## config.mk

```make
export PLATFORM = sky130hd
export DESIGN_NAME = linear_interp_resampler_unit
export DESIGN_NICKNAME = d
export VERILOG_FILES = /design/src/lirs_pkg.sv /design/src/lirs_fifo.sv /design/src/lirs_front.sv /design/src/lirs_back.sv /design/src/linear_interp_resampler_unit.sv
export SDC_FILE = /design/constraint.sdc
export NUM_CORES = 2
export LEC_CHECK = 0
export BUFFER_PORTS_ARGS = -buffer_cell sky130_fd_sc_hd__buf_2
export CAP_MARGIN = 40
export CORE_MARGIN = 2
export CORE_UTILIZATION = 40
export CTS_BUF_LIST = sky130_fd_sc_hd__clkbuf_16
export CTS_CLUSTER_SIZE = 12
export DETAILED_ROUTE_END_ITERATION = 8
export PLACE_DENSITY_LB_ADDON = 0.15
export REMOVE_ABC_BUFFERS = 1
export SETUP_SLACK_MARGIN = 0.3
export SLEW_MARGIN = 10
export SYNTH_ARGS = -nofsm -noshare
export SYNTH_HDL_FRONTEND = slang
export SYNTH_SLANG_ARGS = --single-unit
export TNS_END_PERCENT = 10
```

## constraint.sdc

```tcl
create_clock -name clk -period 7.54 [get_ports clk]
set_input_delay 1.508 -clock clk [delete_from_list [all_inputs] [get_ports clk]]
set_output_delay 1.508 -clock clk [all_outputs]
set_load 0.01 [all_outputs]
```

## src/lirs_pkg.sv

```systemverilog
package lirs_pkg;

  // Sample grid and read position formats.
  localparam int SAMPLE_WIDTH = 24;
  localparam int STEP_W       = 21;
  localparam int POS_W        = 22;
  localparam int FRAC_W       = 16;
  localparam int ONE_Q16      = 65536;

  // Depths of the two queues.
  localparam int JOB_DEPTH = 2;
  localparam int OUT_DEPTH = 4;

  typedef struct packed {
    logic signed [SAMPLE_WIDTH-1:0] sample_in;
    logic                           final_sample;
  } lirs_in_t;

  typedef struct packed {
    logic signed [SAMPLE_WIDTH-1:0] sample_out;
    logic                           holds_sample;
    logic                           run_last;
    logic                           stream_end;
  } lirs_out_t;

  typedef enum logic [1:0] {
    JOB_PASS,
    JOB_INTERP,
    JOB_MARK
  } job_kind_t;

  // One unit of work handed from the front end to the back end.
  typedef struct packed {
    job_kind_t                      kind;
    logic signed [SAMPLE_WIDTH-1:0] y1;
    logic signed [SAMPLE_WIDTH-1:0] y2;
    logic [STEP_W-1:0]              eff;
    logic                           fin;
  } lirs_job_t;

  typedef enum logic {
    BK_IDLE,
    BK_RUN
  } back_state_t;

endpackage

```

## src/lirs_fifo.sv

```systemverilog
module lirs_fifo #(
  parameter type T     = logic,
  parameter int  DEPTH = 4
) (
  input  logic                       clk,
  input  logic                       rst_n,
  input  logic                       wr_en,
  input  T                           wr_data,
  output logic                       full,
  input  logic                       rd_en,
  output T                           rd_data,
  output logic                       empty,
  output logic [$clog2(DEPTH+1)-1:0] count
);

  localparam int PW = $clog2(DEPTH);
  localparam int CW = $clog2(DEPTH+1);

  T                mem [DEPTH];
  logic [PW-1:0]   wr_ptr_r, wr_ptr_nxt;
  logic [PW-1:0]   rd_ptr_r, rd_ptr_nxt;
  logic [CW-1:0]   count_r, count_nxt;
  logic            do_wr, do_rd;

  assign full    = (count_r == CW'(DEPTH));
  assign empty   = (count_r == '0);
  assign count   = count_r;
  assign rd_data = mem[rd_ptr_r];
  assign do_wr   = wr_en && !full;
  assign do_rd   = rd_en && !empty;

  always_comb begin
    wr_ptr_nxt = wr_ptr_r;
    rd_ptr_nxt = rd_ptr_r;
    count_nxt  = count_r;
    if (do_wr) begin
      wr_ptr_nxt = (wr_ptr_r == PW'(DEPTH-1)) ? '0 : wr_ptr_r + PW'(1);
    end
    if (do_rd) begin
      rd_ptr_nxt = (rd_ptr_r == PW'(DEPTH-1)) ? '0 : rd_ptr_r + PW'(1);
    end
    if (do_wr && !do_rd) begin
      count_nxt = count_r + CW'(1);
    end else if (do_rd && !do_wr) begin
      count_nxt = count_r - CW'(1);
    end
  end

  always_ff @(posedge clk) begin
    if (!rst_n) begin
      wr_ptr_r <= '0;
      rd_ptr_r <= '0;
      count_r  <= '0;
    end else begin
      wr_ptr_r <= wr_ptr_nxt;
      rd_ptr_r <= rd_ptr_nxt;
      count_r  <= count_nxt;
    end
  end

  always_ff @(posedge clk) begin
    if (do_wr) begin
      mem[wr_ptr_r] <= wr_data;
    end
  end

endmodule

```

## src/lirs_front.sv

```systemverilog
module lirs_front #(
  parameter int MAX_OUTPUTS_PER_INPUT = 16
) (
  input  logic                                clk,
  input  logic                                rst_n,
  input  logic                                push,
  input  lirs_pkg::lirs_in_t                  in_data,
  output logic                                full,
  input  logic                                cfg_wr_en,
  input  logic [lirs_pkg::STEP_W-1:0]         cfg_wr_data,
  output logic                                job_push,
  output lirs_pkg::lirs_job_t                 job,
  input  logic                                job_full
);

  localparam int MIN_STEP =
    (lirs_pkg::ONE_Q16 + MAX_OUTPUTS_PER_INPUT - 1) / MAX_OUTPUTS_PER_INPUT;

  logic [lirs_pkg::STEP_W-1:0]               step_r;
  logic signed [lirs_pkg::SAMPLE_WIDTH-1:0]  prior_r, prior_nxt;
  logic                                      have_r, have_nxt;
  logic [lirs_pkg::STEP_W-1:0]               eff;
  logic                                      accept;

  assign full   = job_full;
  assign accept = push && !job_full;
  assign eff    = (step_r < lirs_pkg::STEP_W'(MIN_STEP)) ?
                  lirs_pkg::STEP_W'(MIN_STEP) : step_r;

  // Classify the incoming sample and update the stored neighbor.
  always_comb begin
    job_push  = 1'b0;
    job.kind  = lirs_pkg::JOB_INTERP;
    job.y1    = prior_r;
    job.y2    = in_data.sample_in;
    job.eff   = eff;
    job.fin   = in_data.final_sample;
    prior_nxt = prior_r;
    have_nxt  = have_r;
    if (accept) begin
      prior_nxt = in_data.sample_in;
      have_nxt  = 1'b1;
      if (step_r == lirs_pkg::STEP_W'(lirs_pkg::ONE_Q16)) begin
        job_push = 1'b1;
        job.kind = lirs_pkg::JOB_PASS;
      end else if (have_r) begin
        job_push = 1'b1;
        job.kind = lirs_pkg::JOB_INTERP;
      end else begin
        job_push = in_data.final_sample;
        job.kind = lirs_pkg::JOB_MARK;
      end
      if (in_data.final_sample) begin
        prior_nxt = '0;
        have_nxt  = 1'b0;
      end
    end
  end

  always_ff @(posedge clk) begin
    if (!rst_n) begin
      step_r  <= lirs_pkg::STEP_W'(lirs_pkg::ONE_Q16);
      prior_r <= '0;
      have_r  <= 1'b0;
    end else begin
      if (cfg_wr_en) begin
        step_r <= cfg_wr_data;
      end
      prior_r <= prior_nxt;
      have_r  <= have_nxt;
    end
  end

endmodule

```

## src/lirs_back.sv

```systemverilog
module lirs_back #(
  parameter int MAX_OUTPUTS_PER_INPUT = 16
) (
  input  logic                                          clk,
  input  logic                                          rst_n,
  input  lirs_pkg::lirs_job_t                           job,
  input  logic                                          job_empty,
  output logic                                          job_pop,
  input  logic [$clog2(lirs_pkg::OUT_DEPTH+1)-1:0]      res_cnt,
  output logic                                          res_push,
  output lirs_pkg::lirs_out_t                           res
);

  localparam int SW   = lirs_pkg::SAMPLE_WIDTH;
  localparam int DW   = SW + 1;
  localparam int PW   = DW + lirs_pkg::FRAC_W + 1;
  localparam int QW   = PW - lirs_pkg::FRAC_W;
  localparam int YW   = SW + 3;
  localparam int CW   = $clog2(lirs_pkg::OUT_DEPTH + 1) + 1;
  localparam int NW   = $clog2(MAX_OUTPUTS_PER_INPUT + 1);
  localparam int POSW = lirs_pkg::POS_W;
  localparam int STW  = lirs_pkg::STEP_W;
  localparam logic [POSW-1:0]      POS_ONE = POSW'(lirs_pkg::ONE_Q16);
  localparam logic signed [YW-1:0] Y_ONE   = YW'(1 << (SW - 4));

  lirs_pkg::back_state_t           state_r, state_nxt;
  lirs_pkg::job_kind_t             kind_r;
  logic signed [SW-1:0]            y1_r, y2_r;
  logic signed [DW-1:0]            diff_r;
  logic [STW-1:0]                  eff_r;
  logic                            fin_r;
  logic [POSW-1:0]                 pos_r;
  logic [NW-1:0]                   cnt_r;
  logic [STW-1:0]                  read_pos_r;

  logic                            st_v_r, st_interp_r;
  logic signed [SW-1:0]            st_y1_r, st_val_r;
  logic signed [PW-1:0]            st_prod_r;
  logic                            st_holds_r, st_last_r, st_end_r;

  logic                            space_ok, issue, iss_interp, iss_holds, iss_last, iss_end;
  logic signed [SW-1:0]            iss_val;
  logic                            done;
  logic [STW-1:0]                  rp_nxt;
  logic [POSW-1:0]                 pos_step;
  logic                            in_range, step_over;
  logic signed [PW-1:0]            frac_x, diff_x;
  logic signed [PW-1:0]            rnd;
  logic signed [QW-1:0]            q;
  logic signed [YW-1:0]            y_full;

  // The stage register counts as in flight against the output queue space.
  assign space_ok  = (CW'(res_cnt) + CW'(st_v_r)) < CW'(lirs_pkg::OUT_DEPTH);
  assign pos_step  = pos_r + POSW'(eff_r);
  assign step_over = (pos_step >= POS_ONE);
  assign in_range  = (pos_r < POS_ONE) && (cnt_r < NW'(MAX_OUTPUTS_PER_INPUT));
  assign frac_x    = PW'($signed({1'b0, pos_r[lirs_pkg::FRAC_W-1:0]}));
  assign diff_x    = PW'(diff_r);

  always_comb begin
    state_nxt = state_r;
    case (state_r)
      lirs_pkg::BK_IDLE: begin
        if (!job_empty) begin
          state_nxt = lirs_pkg::BK_RUN;
        end
      end
      lirs_pkg::BK_RUN: begin
        if (space_ok && done) begin
          state_nxt = lirs_pkg::BK_IDLE;
        end
      end
      default: state_nxt = lirs_pkg::BK_IDLE;
    endcase
  end

  always_comb begin
    job_pop    = 1'b0;
    issue      = 1'b0;
    iss_interp = 1'b0;
    iss_val    = '0;
    iss_holds  = 1'b1;
    iss_last   = 1'b0;
    iss_end    = 1'b0;
    done       = 1'b0;
    rp_nxt     = read_pos_r;
    case (state_r)
      lirs_pkg::BK_IDLE: begin
        job_pop = !job_empty;
      end
      lirs_pkg::BK_RUN: begin
        case (kind_r)
          lirs_pkg::JOB_PASS: begin
            issue    = space_ok;
            iss_val  = y2_r;
            iss_last = 1'b1;
            iss_end  = fin_r;
            done     = 1'b1;
            rp_nxt   = fin_r ? '0 : read_pos_r;
          end
          lirs_pkg::JOB_MARK: begin
            issue     = space_ok;
            iss_holds = 1'b0;
            iss_last  = 1'b1;
            iss_end   = 1'b1;
            done      = 1'b1;
            rp_nxt    = '0;
          end
          lirs_pkg::JOB_INTERP: begin
            if (in_range) begin
              issue      = space_ok;
              iss_interp = 1'b1;
              iss_last   = step_over || (cnt_r == NW'(MAX_OUTPUTS_PER_INPUT - 1));
              iss_end    = iss_last && fin_r;
              done       = iss_last;
              if (fin_r || !step_over) begin
                rp_nxt = '0;
              end else begin
                rp_nxt = STW'(pos_step - POS_ONE);
              end
            end else begin
              // Interval holds no read position: only an end marker can result.
              issue     = space_ok && fin_r;
              iss_holds = 1'b0;
              iss_last  = 1'b1;
              iss_end   = 1'b1;
              done      = 1'b1;
              if (fin_r || (pos_r < POS_ONE)) begin
                rp_nxt = '0;
              end else begin
                rp_nxt = STW'(pos_r - POS_ONE);
              end
            end
          end
          default: begin
            done = 1'b1;
          end
        endcase
      end
      default: begin
        job_pop = 1'b0;
      end
    endcase
  end

  always_ff @(posedge clk) begin
    if (!rst_n) begin
      state_r    <= lirs_pkg::BK_IDLE;
      read_pos_r <= '0;
      st_v_r     <= 1'b0;
    end else begin
      state_r <= state_nxt;
      st_v_r  <= issue;
      if ((state_r == lirs_pkg::BK_RUN) && space_ok && done) begin
        read_pos_r <= rp_nxt;
      end
    end
  end

  always_ff @(posedge clk) begin
    if (job_pop) begin
      kind_r <= job.kind;
      y1_r   <= job.y1;
      y2_r   <= job.y2;
      diff_r <= DW'(job.y2) - DW'(job.y1);
      eff_r  <= job.eff;
      fin_r  <= job.fin;
      pos_r  <= POSW'(read_pos_r);
      cnt_r  <= '0;
    end else if (issue && iss_interp) begin
      pos_r <= pos_step;
      cnt_r <= cnt_r + NW'(1);
    end
    if (issue) begin
      st_interp_r <= iss_interp;
      st_y1_r     <= y1_r;
      st_val_r    <= iss_val;
      st_prod_r   <= frac_x * diff_x;
      st_holds_r  <= iss_holds;
      st_last_r   <= iss_last;
      st_end_r    <= iss_end;
    end
  end

  // Round half up onto the sample grid, then zero anything beyond full scale.
  assign rnd    = st_prod_r + PW'(32768);
  assign q      = QW'(rnd >>> lirs_pkg::FRAC_W);
  assign y_full = YW'(st_y1_r) + YW'(q);

  always_comb begin
    res.holds_sample = st_holds_r;
    res.run_last     = st_last_r;
    res.stream_end   = st_end_r;
    if (!st_interp_r) begin
      res.sample_out = st_val_r;
    end else if ((y_full > Y_ONE) || (y_full < -Y_ONE)) begin
      res.sample_out = '0;
    end else begin
      res.sample_out = SW'(y_full);
    end
  end

  assign res_push = st_v_r;

endmodule

```

## src/linear_interp_resampler_unit.sv

```systemverilog
// Linear-interpolation sample-rate converter. Each transfer on the input queue
// carries one signed Q4.20 sample; the unit keeps the previous sample and a
// Q5.16 read position and, for every position that falls between the previous
// and the new sample, delivers y1 + frac*(y2 - y1) rounded half up, or zero
// when that value lies beyond +/-1.0. The position advances by step_q16
// (written through cfg_wr_en/cfg_wr_data, reset value 1.0) after each result;
// steps below 1/MAX_OUTPUTS_PER_INPUT are raised to that value. A step of
// exactly 1.0 passes samples through unchanged. At other steps the first
// sample of a stream gives no result, and the final sample either tags its
// last result with stream_end or produces a single end marker with
// holds_sample low. The back end takes a job from the internal queue and
// then issues one result per clock, when not stalled, through a single
// shared multiplier; each result passes through the back end's stage
// register on its way into the output queue. The front end accepts a new
// sample every clock while the two-entry job queue has room, and the back
// end stalls only while the four-entry output queue together with the
// result held in its stage register accounts for four entries.
module linear_interp_resampler_unit #(
  parameter int MAX_OUTPUTS_PER_INPUT = 16
) (
  input  logic                          clk,
  input  logic                          rst_n,
  input  logic                          push,
  input  lirs_pkg::lirs_in_t            in_data,
  output logic                          full,
  output logic                          empty,
  input  logic                          pop,
  output lirs_pkg::lirs_out_t           out_data,
  input  logic                          cfg_wr_en,
  input  logic [lirs_pkg::STEP_W-1:0]   cfg_wr_data
);

  localparam int RCW = $clog2(lirs_pkg::OUT_DEPTH + 1);
  localparam int JCW = $clog2(lirs_pkg::JOB_DEPTH + 1);

  // Front end to job queue.
  logic                    job_push;
  lirs_pkg::lirs_job_t     job_wr;
  logic                    job_full;

  // Job queue to back end.
  lirs_pkg::lirs_job_t     job_rd;
  logic                    job_empty;
  logic                    job_pop;
  logic [JCW-1:0]          job_cnt;

  // Back end to output queue.
  logic                    res_push;
  lirs_pkg::lirs_out_t     res;
  logic                    res_full;
  logic [RCW-1:0]          res_cnt;

  // The front end owns the step register and the stored neighbor sample; it
  // turns every accepted sample into at most one job.
  lirs_front #(
    .MAX_OUTPUTS_PER_INPUT(MAX_OUTPUTS_PER_INPUT)
  ) u_front (
    .clk        (clk),
    .rst_n      (rst_n),
    .push       (push),
    .in_data    (in_data),
    .full       (full),
    .cfg_wr_en  (cfg_wr_en),
    .cfg_wr_data(cfg_wr_data),
    .job_push   (job_push),
    .job        (job_wr),
    .job_full   (job_full)
  );

  lirs_fifo #(
    .T    (lirs_pkg::lirs_job_t),
    .DEPTH(lirs_pkg::JOB_DEPTH)
  ) u_job_q (
    .clk    (clk),
    .rst_n  (rst_n),
    .wr_en  (job_push),
    .wr_data(job_wr),
    .full   (job_full),
    .rd_en  (job_pop),
    .rd_data(job_rd),
    .empty  (job_empty),
    .count  (job_cnt)
  );

  // The back end owns the read position and walks it across each interval.
  lirs_back #(
    .MAX_OUTPUTS_PER_INPUT(MAX_OUTPUTS_PER_INPUT)
  ) u_back (
    .clk      (clk),
    .rst_n    (rst_n),
    .job      (job_rd),
    .job_empty(job_empty),
    .job_pop  (job_pop),
    .res_cnt  (res_cnt),
    .res_push (res_push),
    .res      (res)
  );

  // Result queue; its head drives the output ports directly.
  lirs_fifo #(
    .T    (lirs_pkg::lirs_out_t),
    .DEPTH(lirs_pkg::OUT_DEPTH)
  ) u_out_q (
    .clk    (clk),
    .rst_n  (rst_n),
    .wr_en  (res_push),
    .wr_data(res),
    .full   (res_full),
    .rd_en  (pop),
    .rd_data(out_data),
    .empty  (empty),
    .count  (res_cnt)
  );

`ifndef SYNTHESIS
  // The back end's space check must keep the result queue from overflowing.
  a_no_res_overflow: assert property (@(posedge clk) disable iff (!rst_n)
    res_push |-> !res_full)
    else $error("result written into a full output queue");

  // A job is only produced for an accepted sample, never into a full queue.
  a_no_job_overflow: assert property (@(posedge clk) disable iff (!rst_n)
    job_push |-> (push && !job_full))
    else $error("job written without an accepted input transfer");

  // The job queue can never report more entries than it holds.
  a_job_count: assert property (@(posedge clk) disable iff (!rst_n)
    job_cnt <= JCW'(lirs_pkg::JOB_DEPTH))
    else $error("job queue count out of range");

  // Reset leaves the output queue empty.
  a_reset_empty: assert property (@(posedge clk)
    !rst_n |=> empty)
    else $error("output queue not empty after reset");
`endif

endmodule

```

---- Word-level counts from Yosys, hierarchy flattened ----
Memories as Yosys holds them, arrays and structs flattened. A register that Yosys moved wholly into a read port is not among the register bits.
Index checks and enable logic that the tools add are counted.
storage, ports and cells
  output and inout bits ................... 29
  memories kept ........................... 2
  word-level logic and storage cells ...... 154
  input port bits ......................... 51
  register bits ........................... 298
  memory bits (writable) .................. 252
cells by class
  bitwise operators ....................... 1
  multiply operators ...................... 1
  add/subtract/negate cells ............... 16
  mux-type cells .......................... 51
  reduce and logical (&&, ||, !) cells .... 39
  magnitude comparators ................... 7
  equality and inequality tests ........... 9
memory list
  memory       depth  width  read ports  clocked after Yosys merged registers in  wr ports  line             RTL
  u_job_q.mem  2      72     1           1                                        1         lirs_fifo.sv:19  T mem [DEPTH];
  u_out_q.mem  4      27     1           1                                        1         lirs_fifo.sv:19
operator list
  operator                                                          number
  two-way mux 21 bit                                                7
  two-way mux 24 bit                                                3
  case mux 21 bit (3 select lines)                                  1
  adder 42 x 17 -> 42 bit (second input constant)                   1
  multiplier 17 x 25 -> 42 bit                                      1
  subtractor 21 x 17 -> 21 bit (second input constant)              2
  adder 24 x 26 -> 27 bit                                           1
  greater-than comparator 27 x 22 -> 1 bit (second input constant)  1
  < comparator 27 x 21 -> 1 bit (second input constant)             1
  subtractor 24 x 24 -> 25 bit                                      1
  two-way mux 1 bit                                                 24
  adder 22 x 21 -> 22 bit                                           1
  >= comparator 22 x 17 -> 1 bit (second input constant)            1
  < comparator 22 x 17 -> 1 bit (second input constant)             1
  equality test 21 x 17 -> 1 bit (second input constant)            1
  < comparator 21 x 13 -> 1 bit (second input constant)             1
  two-way mux 2 bit                                                 9
  logical AND 1 bit                                                 16
  zero test 1 bit                                                   9
  equality test 2 bit (second input constant)                       4
  case mux 1 bit (2 select lines)                                   4
  adder 2 x 1 -> 2 bit (second input constant)                      3
  two-way mux 3 bit                                                 2
  nonzero test 2 bit                                                3
  21 further kinds                                                  26

---- Longest topological paths before layout ----
  word-level depth ........................ 9
  mapped depth ............................ 26
  gate-level depth less buffers ........... 25

---- Hierarchy ----
A second synthesis with hierarchy kept.
unflattened totals
  cell total of the unflattened synthesis .. 3,332
  area, all modules ....................... 38,219.2 µm²
modules (own cells, without submodules)
  module                seq. area each (µm²)  area an instance (µm²)  cells each  times used
  lirs_back             6,496.2               26,132.6                2,648       1
  lirs_fifo at u_job_q  4,424.2               5,452.7                 249         1
  lirs_fifo at u_out_q  3,423.3               4,424.2                 192         1
  lirs_front            920.9                 2,209.6                 243         1

---- Worst setup path before layout ----
No wires, ideal clock.
  kind .................................... input port to flip-flop
  start ................................... in push
  end ..................................... mem u_job_q.mem[0][0] (netlist bit) (enable)
  stages .................................. 4
  setup time .............................. 0.593 ns
  required time ........................... 6.947 ns
  arrival ................................. 6.956 ns
  setup slack ............................. -0.009 ns
  buffers on the path ..................... 2
  path through ............................ nand2b_1 clkbuf_1 clkbuf_1 nor3_1
on the way
  cells in the longest elaborated chain, start to end .. 5
ends and longest elaborated chain
  what                                     line                                RTL
  from (decl)                              linear_interp_resampler_unit.sv:23  input logic push,
  logical AND 1 bit                        lirs_front.sv:26                    assign accept = push && !job_full;
  two-way mux 1 bit                        lirs_front.sv:40                    if (accept) begin
  logical AND 1 bit                        lirs_fifo.sv:29                     assign do_wr = wr_en && !full;
  two-way mux 1 bit                        lirs_fifo.sv:62                     if (do_wr) begin
  two-way mux 1 bit (not written as such)  lirs_fifo.sv:63                     mem[wr_ptr_r] <= wr_data;
  to (decl)                                lirs_fifo.sv:19
No other way between the ends.

---- Worst setup path after layout ----
  start ................................... reg u_back.pos_r[3]
  end ..................................... reg u_back.st_prod_r[41], data pin
on the way
  cells in the longest elaborated chain, start to end .. 1
ends and longest elaborated chain
  what                          line              RTL
  from (decl)                   lirs_back.sv:32   logic [POSW-1:0] pos_r;
  from (signal assigned)        lirs_back.sv:168  pos_r <= POSW'(read_pos_r);
  from (signal assigned)        lirs_back.sv:171  pos_r <= pos_step;
  multiplier 17 x 25 -> 42 bit  lirs_back.sv:178  st_prod_r <= frac_x * diff_x;
  to (signal assigned)          lirs_back.sv:178
  to (decl)                     lirs_back.sv:38   logic signed [PW-1:0] st_prod_r;
No other way between the ends.
A chain may end at the register's enable or synchronous reset.

==> impl_metrics.csv <==
group,metric,value,unit
status,outcome,"finished, final reports clean",
grt,grt_pass1_vias,25330,
grt,gr-usage-met1,24.66,%
die,die_area,96560,um2
grt,met2_usage,32.28,%
final_layout,area.sequential,15270,um2
sta,hold_viol_final,0,
grt,antenna_found_initial,2,
final_layout,n_fill_cell,8779,
synthesis,syn_avg_cell_area,11.59,um2
worst_setup_path,critPathMaxFanout,14,
drt,dr.pass1.iters,5,
worst_setup_path,critPathRequiredTime,7.89,ns
synthesis,synth_ff_type,"edfxtp_1",
placed_design,numPortBuffers,79,
placed_design,gp_congestion,0.8568,
drt,drt-vias-per-instance,5.101,
sta,worst_pin_slew,0.9388,ns
worst_setup_path,worstSetupPathType,"reg -> reg",
synthesis,syn_inst,3248,
worst_setup_path,start_kind,"flop",
clock_tree,numCtsBuffers,57,
clock_tree,htreeDepth,2,
die,pin_count,80,
sta,fmax,0.1459,GHz
sta,period_minus_slack,6.854,ns
sta,finClkSkew,0.05326,ns
clock_tree,cts_tree,"done",
worst_setup_path,critPathCaptureType,"flop",
worst_setup_path,cp.arrival,7.20,ns
synthesis,yosysSeqAreaShare,40.56,%
synthesis,async_flop_share,0,%
drt,num_vias,23591,
synthesis,netlist_area,37640,um2
sta,fin_setup_tns,0,ns
final_layout,fin_nets,3951,
grt,busiest_layer,"met2",
hold_path,hp-class,"reg -> reg",
final_layout,syn_to_final_growth,10.17,%
sta,relSlewSlack,37.33,%
grt,grt_pass1_wl,141100,um
synthesis,ys_types,81,
final_layout,final_common_cell,"inv_1",
run,maxCapViolCount,0,
final_layout,drive_gt1_share,10.15,%
clock_tree,clockBufferDepth,3,
sta,slew_viol_final,0,
clock_tree,clk_pin_slew,0.06,ns
drt,drtIter0Drc,1300,
grt,grt_use_total,18.47,%
synthesis,ys_seq_elements,538,
grt,grt_max_degree,57,
sta,setup_viol,0,
grt,gr-usage-met3,1.873,%
drt,antenna_left,0,
synthesis,synth_edf_count,449,
clock_tree,clock-sinks,538,
synthesis,ys_warn_count,0,
die,core_area,93330,um2
die,initial_core_util,40.33,%
placed_design,dpl.hpwl,67820,um
drt,wl_per_cell,19.23,um
die,num_rows,112,
die,die_w,310.7,um
sta,rsz0062_at_grt,"no",
drt,drc_errors,0,
die,die_h,310.7,um
drt,wirelength,88950,um
grt,gr-total-overflow,0,
clock_tree,cts_root_buffer,"clkbuf_16",
sta,post-route-period-util,90.90,%
final_layout,final_cell_mix,"inv_1 (526), edfxtp_1 (449), fa_1 (393)",
final_layout,multi_input_area,19980,um2
clock_tree,clock_latency,0.65,ns
repair_timing:
item                                   4_1_cts  5_1_grt
endpoints found under the hold margin        0        0
setup endpoints to repair                    0        8
buffers inserted                             0        3
gates resized for setup                      0        2
hold buffers                                 0        0
synth_stat cells, types with 53 or more instances:
library cell,n,area share [%]
and3_1,53,0.88
and2_1,182,3.0
clkbuf_1,121,1.2
dfxtp_1,89,4.7
nand2_1,322,3.2
inv_1,504,5.0
fa_1,393,21
ha_1,185,6.2
nor2_1,87,0.87
nor2b_1,79,1.3
xnor2_1,78,1.8
edfxtp_1,449,36
a21oi_1,88,1.2
layout make-up:
cell class / instances / area share [%]
inverter: 504 / 4.569
sequential: 538 / 36.83
clock inverter: 48 / 0.7665
clock buffer: 58 / 3.500
timing repair buffer: 149 / 2.354
antenna: 2 / 0.01207
multi-input combinational: 2072 / 48.19
tap: 1254 / 3.784
state kept, by name (all words and copies together), names as in the netlist, 3 cells and up, named ones only:
| name | count |
|---|---|
| u_front.step_r | 21 |
| u_back.diff_r | 25 |
| u_back.cnt_r | 5 |
| u_front.prior_r | 24 |
| u_back.eff_r | 21 |
| u_job_q.mem | 144 |
| u_back.y1_r | 24 |
| u_back.read_pos_r | 21 |
| u_back.st_y1_r | 24 |
| u_out_q.count | 3 |
| u_back.st_val_r | 24 |
| u_back.st_prod_r | 27 |
| u_back.y2_r | 24 |
| u_back.pos_r | 22 |
| u_out_q.mem | 108 |
stage by stage:
stage	hold slack (ns)	setup WS (ns)	cell area, um2	std cells	utilization (%)
5_1_grt	0.4257	0.3540	41460	4623	44.42
6_report	0.4169	0.6865	41460	4625	44.43
3_3_place_gp	0.4031	0.5313	39570	4509	42.40
2_1_floorplan	0.4003	-0.5195	37110	3114	-
3_5_place_dp	0.4045	0.4838	39660	4514	42.50
4_1_cts	0.4152	0.4132	41430	4620	44.39
worst max-delay path: stages, from the launching register on:
cell	delay [ns]
edfxtp_1	0.59
buf_4	0.31
nand2_1	0.14
fa_1	0.71
fa_1	0.45
inv_1	0.34
fa_1	0.52
fa_1	0.52
fa_1	0.50
inv_1	0.05
fa_1	0.47
inv_1	0.04
ha_1	0.33
a21o_1	0.18
a21o_1	0.17
a21oi_1	0.18
nor2b_1	0.07
o21a_1	0.19
o21ai_0	0.16
a21bo_2	0.26
o21a_1	0.18
nor2_1	0.11
xnor2_1	0.07
path summary, 6_finish.rpt:
path	start	to	slack [ns]	depth (start not counted)
setup / recovery	u_back.pos_r[3]	u_back.st_prod_r[41]	0.69	22
hold / removal	u_back.y1_r[14]	u_back.st_y1_r[14]	0.42	0
setup reg to reg	u_back.pos_r[3]	u_back.st_prod_r[41]	0.69	22
hold reg to reg	u_back.y1_r[14]	u_back.st_y1_r[14]	0.42	0
logic make-up after synthesis:
family | count (synthesis) | share of synthesized area (%)
and+or+nand+nor | 885 | 11.98
AOI/OAI and AO/OA | 364 | 6.779
buffers and inverters | 638 | 6.420
DFF | 538 | 40.56
xor gates and xnor gates | 115 | 2.676
adders and majority gates | 578 | 27.05
muxes | 130 | 4.528
metal layers:
metal / vias up / routed length [um]
li1: 10970 / -
met1: 11990 / 39020
met2: 506 / 44530
met3: 125 / 3451
met4: 0 / 1947
met5: - / 0
Power is not shown: default switching activity piles up to over one toggle a cycle in this logic, so the estimate is an artifact.
